File: src/hdl/lrp_pkg.sv
// ----------------------------------------------------------------------------
// lrp_pkg
// Shared word types and fixed field widths of the LRU page-frame manager.
// ----------------------------------------------------------------------------
package lrp_pkg;

  localparam int PAGE_W  = 16;
  localparam int FIDX_W  = 3;
  localparam int COUNT_W = 32;
  localparam int CFG_W   = 4;

  localparam logic [CFG_W-1:0]   FRAMES_RESET = 4'd8;
  localparam logic [COUNT_W-1:0] COUNT_MAX    = '1;

  // One page reference.
  typedef struct packed {
    logic [PAGE_W-1:0] page_number;
    logic              last_reference;
  } req_word_t;

  // One reference result.
  typedef struct packed {
    logic               hit;
    logic [FIDX_W-1:0]  frame_index;
    logic               evicted_valid;
    logic [PAGE_W-1:0]  evicted_page;
    logic [COUNT_W-1:0] hit_count;
    logic [COUNT_W-1:0] fault_count;
    logic               last_of_run;
  } rsp_word_t;

  // Lookup outcome from the frame store.
  typedef struct packed {
    logic              hit;
    logic [FIDX_W-1:0] frame_index;
    logic              evicted_valid;
    logic [PAGE_W-1:0] evicted_page;
  } lookup_t;

endpackage

File: src/hdl/lrp_frame_store.sv
// ----------------------------------------------------------------------------
// lrp_frame_store
// Frame tags, valid bits and recency ranks, with the parallel tag compare,
// empty-frame and victim selection, and rank update for one reference.
// ----------------------------------------------------------------------------
module lrp_frame_store #(
  parameter int MAX_FRAMES = 8,
  parameter int PAGE_BITS  = 16
) (
  input  logic                      clk,
  input  logic                      rst,
  input  logic                      go,
  input  logic [lrp_pkg::PAGE_W-1:0] page,
  input  logic                      last,
  input  logic [lrp_pkg::CFG_W-1:0] frames_in_use,
  output lrp_pkg::lookup_t          lookup
);

  localparam int SB = (PAGE_BITS < lrp_pkg::PAGE_W) ? PAGE_BITS : lrp_pkg::PAGE_W;
  localparam int FW = (MAX_FRAMES > 1) ? $clog2(MAX_FRAMES) : 1;
  localparam int RW = FW;
  localparam int NW = $clog2(MAX_FRAMES + 1);
  localparam logic [RW-1:0] RANK_MAX   = RW'(MAX_FRAMES - 1);
  localparam logic [RW:0]   LIMIT_MISS = (RW + 1)'(MAX_FRAMES);

  logic [SB-1:0]         tag   [MAX_FRAMES];
  logic [RW-1:0]         rank  [MAX_FRAMES];
  logic [MAX_FRAMES-1:0] valid;

  logic [SB-1:0]         pg;
  logic [NW-1:0]         n_act;
  logic [MAX_FRAMES-1:0] act;
  logic [MAX_FRAMES-1:0] hit_vec;
  logic [MAX_FRAMES-1:0] empty_vec;
  logic [FW-1:0]         hit_f;
  logic [FW-1:0]         empty_f;
  logic [FW-1:0]         vic_f;
  logic [RW-1:0]         best;
  logic [FW-1:0]         frame;
  logic                  is_hit;
  logic                  any_empty;
  logic [RW:0]           limit;
  logic [RW-1:0]         rank_next [MAX_FRAMES];
  logic [FW+2:0]         frame_ext;

  assign pg = page[SB-1:0];

  // Effective frame count: zero reads as one, clipped at the store depth.
  always_comb begin
    if (frames_in_use == '0) begin
      n_act = NW'(1);
    end else if (32'(frames_in_use) > MAX_FRAMES) begin
      n_act = NW'(MAX_FRAMES);
    end else begin
      n_act = NW'(frames_in_use);
    end
  end

  // Per-frame compare
  always_comb begin
    for (int i = 0; i < MAX_FRAMES; i++) begin
      act[i]       = 32'(i) < 32'(n_act);
      hit_vec[i]   = act[i] && valid[i] && (tag[i] == pg);
      empty_vec[i] = act[i] && !valid[i];
    end
  end

  // Lowest-index hit and empty frame
  always_comb begin
    hit_f   = '0;
    empty_f = '0;
    for (int i = MAX_FRAMES - 1; i >= 0; i--) begin
      if (hit_vec[i]) begin
        hit_f = FW'(i);
      end
      if (empty_vec[i]) begin
        empty_f = FW'(i);
      end
    end
  end

  assign is_hit    = |hit_vec;
  assign any_empty = |empty_vec;

  // Victim: highest rank among frames in use, lowest index on ties
  always_comb begin
    best  = '0;
    vic_f = '0;
    for (int i = 0; i < MAX_FRAMES; i++) begin
      if (act[i] && (rank[i] > best)) begin
        best  = rank[i];
        vic_f = FW'(i);
      end
    end
  end

  always_comb begin
    if (is_hit) begin
      frame = hit_f;
    end else if (any_empty) begin
      frame = empty_f;
    end else begin
      frame = vic_f;
    end
  end

  // Aging limit: on a hit only frames more recent than the hit frame age
  assign limit = is_hit ? {1'b0, rank[hit_f]} : LIMIT_MISS;

  // Rank update
  always_comb begin
    for (int i = 0; i < MAX_FRAMES; i++) begin
      rank_next[i] = rank[i];
      if (FW'(i) == frame) begin
        rank_next[i] = '0;
      end else if (act[i] && valid[i] && ({1'b0, rank[i]} < limit) &&
                   (rank[i] < RANK_MAX)) begin
        rank_next[i] = rank[i] + 1'b1;
      end
    end
  end

  // Result fields
  assign frame_ext            = (FW + 3)'(frame);
  assign lookup.hit           = is_hit;
  assign lookup.frame_index   = frame_ext[2:0];
  assign lookup.evicted_valid = !is_hit && !any_empty;
  assign lookup.evicted_page  = (!is_hit && !any_empty) ?
                                lrp_pkg::PAGE_W'(tag[vic_f]) : '0;

  // Valid bits and ranks; end of run empties the store
  always_ff @(posedge clk) begin
    if (rst) begin
      valid <= '0;
      for (int i = 0; i < MAX_FRAMES; i++) begin
        rank[i] <= '0;
      end
    end else if (go) begin
      if (last) begin
        valid <= '0;
        for (int i = 0; i < MAX_FRAMES; i++) begin
          rank[i] <= '0;
        end
      end else begin
        valid[frame] <= 1'b1;
        for (int i = 0; i < MAX_FRAMES; i++) begin
          rank[i] <= rank_next[i];
        end
      end
    end
  end

  // Tags; contents of empty frames are never looked at
  always_ff @(posedge clk) begin
    if (go && !is_hit) begin
      tag[frame] <= pg;
    end
  end

endmodule

File: src/hdl/lru_page_replacement.sv
// Path: input register, then result register driving rsp_word; one reference per
// cycle while rsp_stall does not hold the result register; lookup, victim choice
// and rank update are one pass from the input register to the result register.
// Reset: all frames empty, ranks and hit/fault counts zero, frame count 8.
// No clearing pass; the block accepts references the cycle after reset.
// ----------------------------------------------------------------------------
// lru_page_replacement
// Fully associative LRU page-frame manager with saturating hit/fault counts.
// ----------------------------------------------------------------------------
module lru_page_replacement #(
  parameter int MAX_FRAMES = 8,
  parameter int PAGE_BITS  = 16
) (
  input  logic                      clk,
  input  logic                      rst,
  input  logic                      req_valid,
  output logic                      req_stall,
  input  lrp_pkg::req_word_t        req_word,
  output logic                      rsp_valid,
  input  logic                      rsp_stall,
  output lrp_pkg::rsp_word_t        rsp_word,
  input  logic                      cfg_we,
  input  logic [lrp_pkg::CFG_W-1:0] cfg_wdata
);

  logic [lrp_pkg::CFG_W-1:0]   frames_cfg;
  logic                        s1_valid;
  lrp_pkg::req_word_t          s1_word;
  logic                        advance;
  lrp_pkg::lookup_t            lookup;
  logic [lrp_pkg::COUNT_W-1:0] hits;
  logic [lrp_pkg::COUNT_W-1:0] faults;
  logic [lrp_pkg::COUNT_W-1:0] hits_next;
  logic [lrp_pkg::COUNT_W-1:0] faults_next;

  // Frame count register
  always_ff @(posedge clk) begin
    if (rst) begin
      frames_cfg <= lrp_pkg::FRAMES_RESET;
    end else if (cfg_we) begin
      frames_cfg <= cfg_wdata;
    end
  end

  // Handshake: the input stage moves on when the result register is free
  assign advance   = s1_valid && (!rsp_valid || !rsp_stall);
  assign req_stall = s1_valid && !advance;

  always_ff @(posedge clk) begin
    if (rst) begin
      s1_valid <= 1'b0;
    end else if (req_valid && !req_stall) begin
      s1_valid <= 1'b1;
    end else if (advance) begin
      s1_valid <= 1'b0;
    end
  end

  always_ff @(posedge clk) begin
    if (req_valid && !req_stall) begin
      s1_word <= req_word;
    end
  end

  lrp_frame_store #(
    .MAX_FRAMES (MAX_FRAMES),
    .PAGE_BITS  (PAGE_BITS)
  ) u_store (
    .clk           (clk),
    .rst           (rst),
    .go            (advance),
    .page          (s1_word.page_number),
    .last          (s1_word.last_reference),
    .frames_in_use (frames_cfg),
    .lookup        (lookup)
  );

  // Saturating counts
  always_comb begin
    hits_next   = hits;
    faults_next = faults;
    if (lookup.hit) begin
      if (hits != lrp_pkg::COUNT_MAX) begin
        hits_next = hits + 1'b1;
      end
    end else begin
      if (faults != lrp_pkg::COUNT_MAX) begin
        faults_next = faults + 1'b1;
      end
    end
  end

  always_ff @(posedge clk) begin
    if (rst) begin
      hits   <= '0;
      faults <= '0;
    end else if (advance) begin
      if (s1_word.last_reference) begin
        hits   <= '0;
        faults <= '0;
      end else begin
        hits   <= hits_next;
        faults <= faults_next;
      end
    end
  end

  // Result register
  always_ff @(posedge clk) begin
    if (rst) begin
      rsp_valid <= 1'b0;
    end else if (advance) begin
      rsp_valid <= 1'b1;
    end else if (!rsp_stall) begin
      rsp_valid <= 1'b0;
    end
  end

  always_ff @(posedge clk) begin
    if (advance) begin
      rsp_word.hit           <= lookup.hit;
      rsp_word.frame_index   <= lookup.frame_index;
      rsp_word.evicted_valid <= lookup.evicted_valid;
      rsp_word.evicted_page  <= lookup.evicted_page;
      rsp_word.hit_count     <= hits_next;
      rsp_word.fault_count   <= faults_next;
      rsp_word.last_of_run   <= s1_word.last_reference;
    end
  end

endmodule

File: config.mk
export PLATFORM = sky130hd
export DESIGN_NAME = lru_page_replacement
export DESIGN_NICKNAME = d
export VERILOG_FILES = /design/src/hdl/lrp_pkg.sv /design/src/hdl/lrp_frame_store.sv /design/src/hdl/lru_page_replacement.sv
export SDC_FILE = /design/constraint.sdc
export NUM_CORES = 1
export LEC_CHECK = 0
export ABC_AREA = 1
export ABC_CLOCK_PERIOD_IN_PS = 12650
export BUFFER_PORTS_ARGS = -buffer_cell sky130_fd_sc_hd__buf_2
export CORE_MARGIN = 2
export CORE_UTILIZATION = 55
export CTS_CLUSTER_SIZE = 20
export DETAILED_ROUTE_END_ITERATION = 10
export PLACE_DENSITY_LB_ADDON = 0.12
export SLEW_MARGIN = 30
export SYNTH_ARGS = -nofsm -noshare
export SYNTH_HDL_FRONTEND = slang
export SYNTH_SLANG_ARGS = --single-unit
File: constraint.sdc
create_clock -name clk -period 12.65 [get_ports clk]
set_input_delay 0 -clock clk [delete_from_list [all_inputs] [get_ports clk]]
set_output_delay 0 -clock clk [all_outputs]
set_load 0.02 [all_outputs]
# == Word-level counts from Yosys, hierarchy flattened ==
# Memory sizes are Yosys's and may differ from the RTL's. A register that Yosys moved wholly into a read port is not among the register bits.
# Cells that the tools add are included.
# Widths: inputs -> output; s select.
# totals
out_inout_bits,88
romBits,0
wordCells,263
latch_bits,0
in_bits,26
mem_bits_rw,152
n_memories,2
regBits,165
# op_classes
n_eq_ne,18
n_div,0
add_sub_neg,10
n_bitwise,17
mul,0
order_cmp,35
n_mux,92
n_reduce_logical,75
shift,0
# memory_table
name,words,word_bits,read_ports,rd_ports_with_merged_regs,write_ports,line_no,source
u_store.tag,8,16,9,1,1,lrp_frame_store.sv:26,logic [SB-1:0] tag [MAX_FRAMES];
u_store.rank,8,3,9,0,8,lrp_frame_store.sv:27,logic [RW-1:0] rank [MAX_FRAMES];
# ops
op,count
$mux 32,6
$mux 3,61
$eq 16x16->1,8
$add 32x1->32 const B,2
$ne 32x32->1 const B,2
$logic_and 1x1->1,54
$lt 3x4->1,8
$add 3x1->3 const B,8
$lt 3x3->1 const B,8
$gt 3x3->1,7
$mux 1,18
$lt 3x4->1 const A,4
$or 1x1->1,16
$reduce_or 8->1,2
$logic_not 1->1,15
$eq 3x3->1 const A,4
$mux 4,3
$lt 1x4->1 const A,2
$lt 2x4->1 const A,2
$mux 8,1
$or 8x8->8,1
$eq 2x3->1 const A,2
$gt 4x4->1 const B,1
$logic_not 4->1,1
other kinds (10),11

# == Depth between registers and ports, before layout ==
# Gate-level depths: netlist (run 1).
# depth
word_depth,35
mapped_depth,64
depth_no_buf,64

# == By module ==
# Synthesis (run 1) repeated with hierarchy kept, for this count alone.
# hier_totals
hier_cells,2436
area_unflattened_um2,19660.1
# by_module_without_submodules
module,area_each_um2,seq_area_each_um2,cells_per_inst,n_inst
lrp_frame_store,11257.0,4694.5,1413,1
lru_page_replacement,8403.1,4494.3,1023,1

# == Least setup slack after synthesis (run 1) ==
# No wires, ideal clock.
# synth_path
path_kind,reg2reg
start,memory u_store.rank[0][0] (netlist name)
end,"memory u_store.tag[3][0] (netlist name), enable pin"
required_time_ns,12.261
path_stages_with_launch,56
path_buffers,0
setup_time_ns,0.389
setup_slack_ns,3.615
t_arrival_ns,8.646
period_less_slack_ns,9.035
path_cell_list,dfxtp_1 -> inv_1 -> ha_1 -> a21oi_1 -> inv_1 -> ha_1 -> nand3b_1 -> nand2_1 -> nand2_4 -> o21ai_0 -> ha_1 -> o21ai_0 -> nand3_2 -> nand3_2 -> nand2_4 -> o21ai_0 -> ha_1 -> or2_2 -> [... 20 more ...] -> o21ai_0 -> ha_1 -> a31oi_1 -> nand2_1 -> nand2_1 -> o21ai_0 -> ha_1 -> a21oi_1 -> o21ai_0 -> nand3_1 -> nand2_1 -> inv_1 -> nand4_2 -> nand2_2 -> inv_1 -> nor3_4 -> nand2_1 -> nor2_1
# synth_rtl
element,line_no
"start, declared",lrp_frame_store.sv:27
"end, declared",lrp_frame_store.sv:26

==> impl_metrics.toml, run 1 <==
[grt]
grt-ovfl-total = 0
grt_first_pass_wirelength_um = 86300
largest_net_degree_at_the_start_of_global_routing = 67
grtUsageTotal_pct = 31.8
antenna_found_initial = 0
grt_pass1_vias = 15100

[drt]
remaining_drc_errors = 0
detailroute.via_count = 15800
vias_per_cell = 5.72
routed_wl_um = 56400
wl_per_cell_um = 20.4
drtAntennaViolNets = 0
detailedRoute.firstIterationViolations = 1823
detailed_routing_iterations_pass_1 = 5

[finish]
area.growth.synth_to_final_pct = 13.4
fin_nets = 2357
layout.filler_cells = 2968
drive_gt1_share_pct = 12.9
final_area_um2 = 21100
antenna_cells_inserted = 0

[cts]
cts_buffer_depth = 3
clk_pin_slew_worst_paths_ps = 60
root_buffer = "sky130_fd_sc_hd__clkbuf_16"
post_cts_resize_count = 0
count_of_clock_tree_sinks = 333
clk-insertion-delay-late_ps = 540
cts_made_buffers = 37
cts_tree = "built"
h-tree-depth = 2

[setup_path]
cp_slowest_cell = "sky130_fd_sc_hd__buf_4"
timing.critical_path.mode_cell = "sky130_fd_sc_hd__o21ai_0"
timing_worst_setup_path_type = "reg2reg"
worst-path-max-fanout = 66
critical_path.top_delay_family = "simple AND/OR/NAND/NOR gates"
cp.required_ps = 12920
timing.reg2reg.worst_path_depth = 55
path_buf_inv = 7
start_kind = "flip-flop"
largest_incremental_delay_on_the_critical_path_ps = 590
critical_path_depth = 55
critical_path_arrival_ps = 10570
endpoint_type_of_the_worst_setup_path = "flip-flop"

[synthesis]
mapped_cell_area_um2 = 18600
syn_inst = 2143
yosysWarningCount = 0
seq_area_frac_synth_pct = 49.5
yosysUniqueCellTypes = 55
synthTopCellsByArea = "sky130_fd_sc_hd__edfxtp_1 41%, sky130_fd_sc_hd__dfxtp_1 8.7%, sky130_fd_sc_hd__nand2_1 7.9%, sky130_fd_sc_hd__inv_1 6.0%, sky130_fd_sc_hd__nor2_1 5.3%"
synth.largest_area_cell = "sky130_fd_sc_hd__edfxtp_1"
synth.net_count = 2209
synth.ff_latch_count = 333
synth.avg_cell_area_um2 = 8.66
synth.top_cell.area_share_pct = 40.8

[floorplanning]
initial_core_util_pct = 55.7
placementRows = 67
ios = 114
die_area_um2 = 35200
core_area_um2 = 33400
floorplan.die.height_um = 188
die-width_um = 188

[pwr]
power_leakage_nw = 8.75
pwr_density_cell_nw_per_um2 = 140
peak_supply_drop_mv = 0.105

[placement]
place_hpwl_um = 41000
routabilityCongestion = 0.979
placed_cell_area_um2 = 19600
port_buffers = 113
place_worst_setup_slack_ps = 2470

[timing]
grt_setup_unrepaired = "no"
finalHoldViolCount = 0
worstMarginPinSlew_ps = 921
timing.final.ws_setup_ps = 2360
fin_crit_sh_pct = 81.3
max_clock_freq_mhz = 97.2
fin_tns_setup_ps = 0
final_critical_path_time_including_i_o_delays_and_setup_ps = 10290
max_slew_margin_pct = 38.3
timing.final.setup_violations = 0
final-max-slew-violation-count = 0
clock_skew_ps = 21.3

[flow_run]
max_cap_viols = 0

[status]
result_of_the_run = "complete, no violations"

[worst_hold_path]
timing.hold.worst.class = "in2reg"
hold_depth = 2
final timing paths:
kind | from | endpoint | slack, ps
max reg2reg | u_store.rank[0][0] | rsp_word[68] | 2360
max | u_store.rank[0][0] | rsp_word[68] | 2360
min | rst | rsp_valid | 30
min reg2reg | faults[31] | faults[31] | 470
layout by cell type (no fill, tap or decap), types with 21 or more instances in the layout:
cell / n
sky130_fd_sc_hd__a21oi_1: 75
sky130_fd_sc_hd__buf_2: 113
sky130_fd_sc_hd__buf_4: 26
sky130_fd_sc_hd__clkbuf_16: 38
sky130_fd_sc_hd__dfxtp_1: 81
sky130_fd_sc_hd__dlygate4sd3_1: 26
sky130_fd_sc_hd__edfxtp_1: 252
sky130_fd_sc_hd__ha_1: 40
sky130_fd_sc_hd__inv_1: 297
sky130_fd_sc_hd__nand2_1: 390
sky130_fd_sc_hd__nand3_1: 79
sky130_fd_sc_hd__nand4_1: 61
sky130_fd_sc_hd__nor2_1: 257
sky130_fd_sc_hd__nor3_1: 56
sky130_fd_sc_hd__nor4_1: 44
sky130_fd_sc_hd__o211ai_1: 21
sky130_fd_sc_hd__o21ai_0: 79
sky130_fd_sc_hd__o22ai_1: 47
sky130_fd_sc_hd__o31ai_1: 21
sky130_fd_sc_hd__or2_2: 25
sky130_fd_sc_hd__xnor2_1: 28
sky130_fd_sc_hd__xor2_1: 102
worst reg2reg max path, delay by kind of cell, from the launching register on:
family          cells  cell delay [ps]
flops               1              440
buf+inv             7             1550
compound gates     15             2790
fa+ha+maj           8             2310
simple gates       25             2930
power by group:
part / internal, mW / switching [mW]
Combinational: 0.202 / 0.450
Clock: 0.618 / 0.449
Sequential: 1.20 / 0.0277
Total: 2.02 / 0.927
kinds of logic after synthesis:
group | count (synthesis) | synth area share [%]
simple gates | 996 | 25.0
buf+inv | 374 | 8.12
flops | 333 | 49.5
compound gates | 270 | 8.55
xor+xnor | 130 | 6.13
fa+ha+maj | 40 | 2.70
flip-flops by register name (all words and copies together), names as in the netlist:
| name | count |
|---|---|
| hits | 32 |
| rsp_word | 86 |
| u_store.rank | 24 |
| u_store.tag | 128 |
| s1_word | 17 |
| faults | 32 |
| u_store.valid | 8 |
| s1_valid | 1 |
| rsp_valid | 1 |
| frames_cfg | 4 |
metal layers:
metal  vias up  routed length (µm)  global-route usage, %
met5         -                   0                      0
met2       755               24800                   49.1
met1      7457               24300                   46.0
met4         0                1780                   10.2
met3       118                5470                   5.15
li1       7505                   -                      -
per-stage QoR:
stage	total power, mW	std cells	hold slack [ps]	util, %
2_1_floorplan	1.74	2143	98.9	-
3_3_place_gp	1.86	2673	176	58.7
3_5_place_dp	1.88	2673	178	58.7
4_1_cts	2.94	2765	21.4	63.0
5_1_grt	3.06	2766	38.5	63.1
6_report	2.95	2766	34.8	63.1
synthesized netlist by cell type, drive strengths merged:
library cell    n
nor3           59
nand4          63
ha             40
buf            33
and2            1
clkbuf         24
o2111a          1
and3            3
clkinv          1
nor4           46
o21ai          83
a31oi           5
a32o            1
or2            27
o31ai          21
nor3b           5
a21oi          77
o22ai          47
a211oi          6
edfxtp        252
nand3b          6
xor2          102
xnor2          28
o21a            6
dfxtp          81
nor2          270
inv           316
nand3          89
nor4b           7
a22oi           1
nand2         418
nand2b          1
or3             1
o2111ai         1
o211ai         21
area by class of cell:
cell class | count | area [µm²] | area share, %
clock inverter | 23 | 199 | 0.945
clock buffer | 43 | 980 | 4.65
tap | 448 | 561 | 2.66
timing repair buffer | 166 | 1050 | 4.98
sequential | 333 | 9190 | 43.6
inverter | 317 | 1190 | 5.66
multi-input combinational | 1436 | 7890 | 37.5
repair_timing:
item | in CTS | in global routing
setup buffers | 0 | 0
hold buffers | 26 | 0
hold endpoints to repair | 23 | 0
(Power assumes the default switching activity.)
==> run 2: changes to the inputs <==
Settings changed: ABC_CLOCK_PERIOD_IN_PS 12650 to 9780.
Clock period 12.65 ns to 9.78 ns, I/O delays scaled along.
==> run 2 against run 1 <==
Effect of this change:
- fmax is 14% higher
- combinational power is 48% higher
- clock power is 37% higher
- power is 36% higher
- global-route usage is 0.80 points higher
- cell area is 1.4% higher
- utilization is 0.86 points higher
- sequential share of layout area is 0.57 points lower
- non-clock buffer count is 10 higher
- worst setup slack worse by 1600 ps
- via count is 1.8% higher
- largest cell class unchanged
- highest routed layer unchanged
==> impl_metrics.toml, run 2 (same netlist as run 1, synthesis figures left out) <==
[timing]
timing.final.setup_violations = 0
max_clock_freq_mhz = 110
worstMarginPinSlew_ps = 963
fin_crit_sh_pct = 92.7
clock_skew_ps = 29.8
holdWs_ps = 39.4
timing.final.ws_setup_ps = 716
max_slew_margin_pct = 35.6
final_critical_path_time_including_i_o_delays_and_setup_ps = 9060
finalHoldViolCount = 0
final-max-slew-violation-count = 0

[finish]
regMostFlops = "u_store.tag"
max_ffs_per_register = 128
final_util_pct = 64.0
drive_gt1_share_pct = 14.2
final_area_um2 = 21300
area.growth.synth_to_final_pct = 14.9
layout.cells.most_common_list = "384 x sky130_fd_sc_hd__nand2_1, 295 x sky130_fd_sc_hd__inv_1, 255 x sky130_fd_sc_hd__nor2_1"
largest_registers = "u_store.tag: 128 flops, rsp_word: 86 flops"
final_common_cell = "sky130_fd_sc_hd__nand2_1"
final_cells = 2779
fin_nets = 2367

[worst_hold_path]
hp-start = "rst"
timing.hold.worst.class = "in2reg"
timing.hold.worst_endpoint = "rsp_valid"
hold_depth = 2

[setup_path]
start_kind = "flip-flop"
path_buf_inv = 9
largest_incremental_delay_on_the_critical_path_ps = 370
worstReg2RegStart = "u_store.rank[0][0]"
critical_path_arrival_ps = 9310
cp.required_ps = 10020
critical_path_depth = 60
regToRegEndpoint = "u_store.tag[2][1]"
timing_worst_setup_path_type = "reg2reg"
worst-path-max-fanout = 9
critical_path.top_delay_family = "simple AND/OR/NAND/NOR gates"
endpoint_type_of_the_worst_setup_path = "flip-flop"
cp_slowest_cell = "sky130_fd_sc_hd__dfxtp_2"
timing.reg2reg.worst_path_depth = 60
reg2reg_slack_ps = 720

[pwr]
pwr_density_cell_nw_per_um2 = 189
power_leakage_nw = 8.87
peak_supply_drop_mv = 0.176

[floorplanning]
ios = 114
core_area_um2 = 33400
die-width_um = 188
placementRows = 67
floorplan.die.height_um = 188
initial_core_util_pct = 55.7
die_area_um2 = 35200

[cts]
h-tree-depth = 2
clk_pin_slew_worst_paths_ps = 60
cts_buffer_depth = 3
root_buffer = "sky130_fd_sc_hd__clkbuf_16"
cts_made_buffers = 37
count_of_clock_tree_sinks = 333
cts_tree = "built"
clk-insertion-delay-late_ps = 540

[drt]
remaining_drc_errors = 0
drtAntennaViolNets = 0
detailed_routing_iterations_pass_1 = 6
routed_wl_um = 57800
wl_met1_um = 23800
detailroute.via_count = 16100
dr_wl_met3_um = 5560
vias_per_cell = 5.80
detailedRoute.firstIterationViolations = 1824
top_layer_used = "met4"
met2WireLength_um = 26000
wl_per_cell_um = 20.8

[grt]
grt_first_pass_wirelength_um = 89100
largest_net_degree_at_the_start_of_global_routing = 73
grt_pass1_vias = 15700
antenna_found_initial = 0
grt-ovfl-total = 0
grtUsageTotal_pct = 32.6

[placement]
routabilityCongestion = 1.02
placed_cell_area_um2 = 19700
dp_cells = 2679
place_hpwl_um = 41300
port_buffers = 113
place_worst_setup_slack_ps = 106

[status]
result_of_the_run = "complete, no violations"

[flow_run]
max_cap_viols = 0
==> run 2: changes by cell type in the layout (fill, tap and decap cells not counted), sizes merged <==
| cell | previous run | this run |
|---|---|---|
| diode | 0 | 1 |
| clkbuf | 43 | 46 |
| inv | 319 | 317 |
| bufinv | 3 | 6 |
| clkinvlp | 2 | 1 |
| buf | 140 | 149 |
==> run 2: how the worst max path moves through the flow <==
stage                  startpoint                 end  slack, ps
6_report       u_store.rank[0][0]   u_store.tag[2][1]        720
5_1_grt        u_store.rank[0][0]   u_store.tag[2][9]        -30
4_1_cts        u_store.rank[0][0]   u_store.tag[3][5]         70
3_5_place_dp   u_store.rank[0][0]   u_store.tag[3][5]        110
3_3_place_gp   u_store.rank[0][0]  u_store.tag[3][14]        560
2_1_floorplan  u_store.rank[0][0]   u_store.tag[3][0]        750
==> run 2: power breakdown <==
| group | leakage [nW] | switching, mW | internal, mW | total, mW |
|---|---|---|---|---|
| Sequential | 3.04 | 0.0326 | 1.55 | 1.59 |
| Clock | 0.630 | 0.594 | 0.879 | 1.47 |
| Combinational | 5.20 | 0.661 | 0.304 | 0.965 |
==> run 2: timing repair <==
action,in CTS,in global routing
resized for setup,0,42
hold buffers,26,0
setup buffers,0,2
hold endpoints to repair,23,0
setup endpoints to repair,0,198
==> run 2: per-stage QoR <==
stage,total power [mW],setup TNS (ps)
5_1_grt,4.17,-649
2_1_floorplan,2.25,0
3_3_place_gp,2.52,0
4_1_cts,4.00,0
6_report,4.02,0
3_5_place_dp,2.53,0
==> run 2: layout make-up <==
type,instances,area (µm²)
fill,2876,12000
sequential,333,9190
multi-input combinational,1436,7950
inverter,317,1200
timing repair buffer,176,1170
clock buffer,45,977
tap,448,561
clock inverter,23,298
antenna,1,2.50
==> run 2: layer usage <==
metal	GRT usage, %	up-vias
met3	5.45	165
met4	12.9	0
li1	-	7538
met1	44.4	7547
met2	52.2	876
met5	0	-
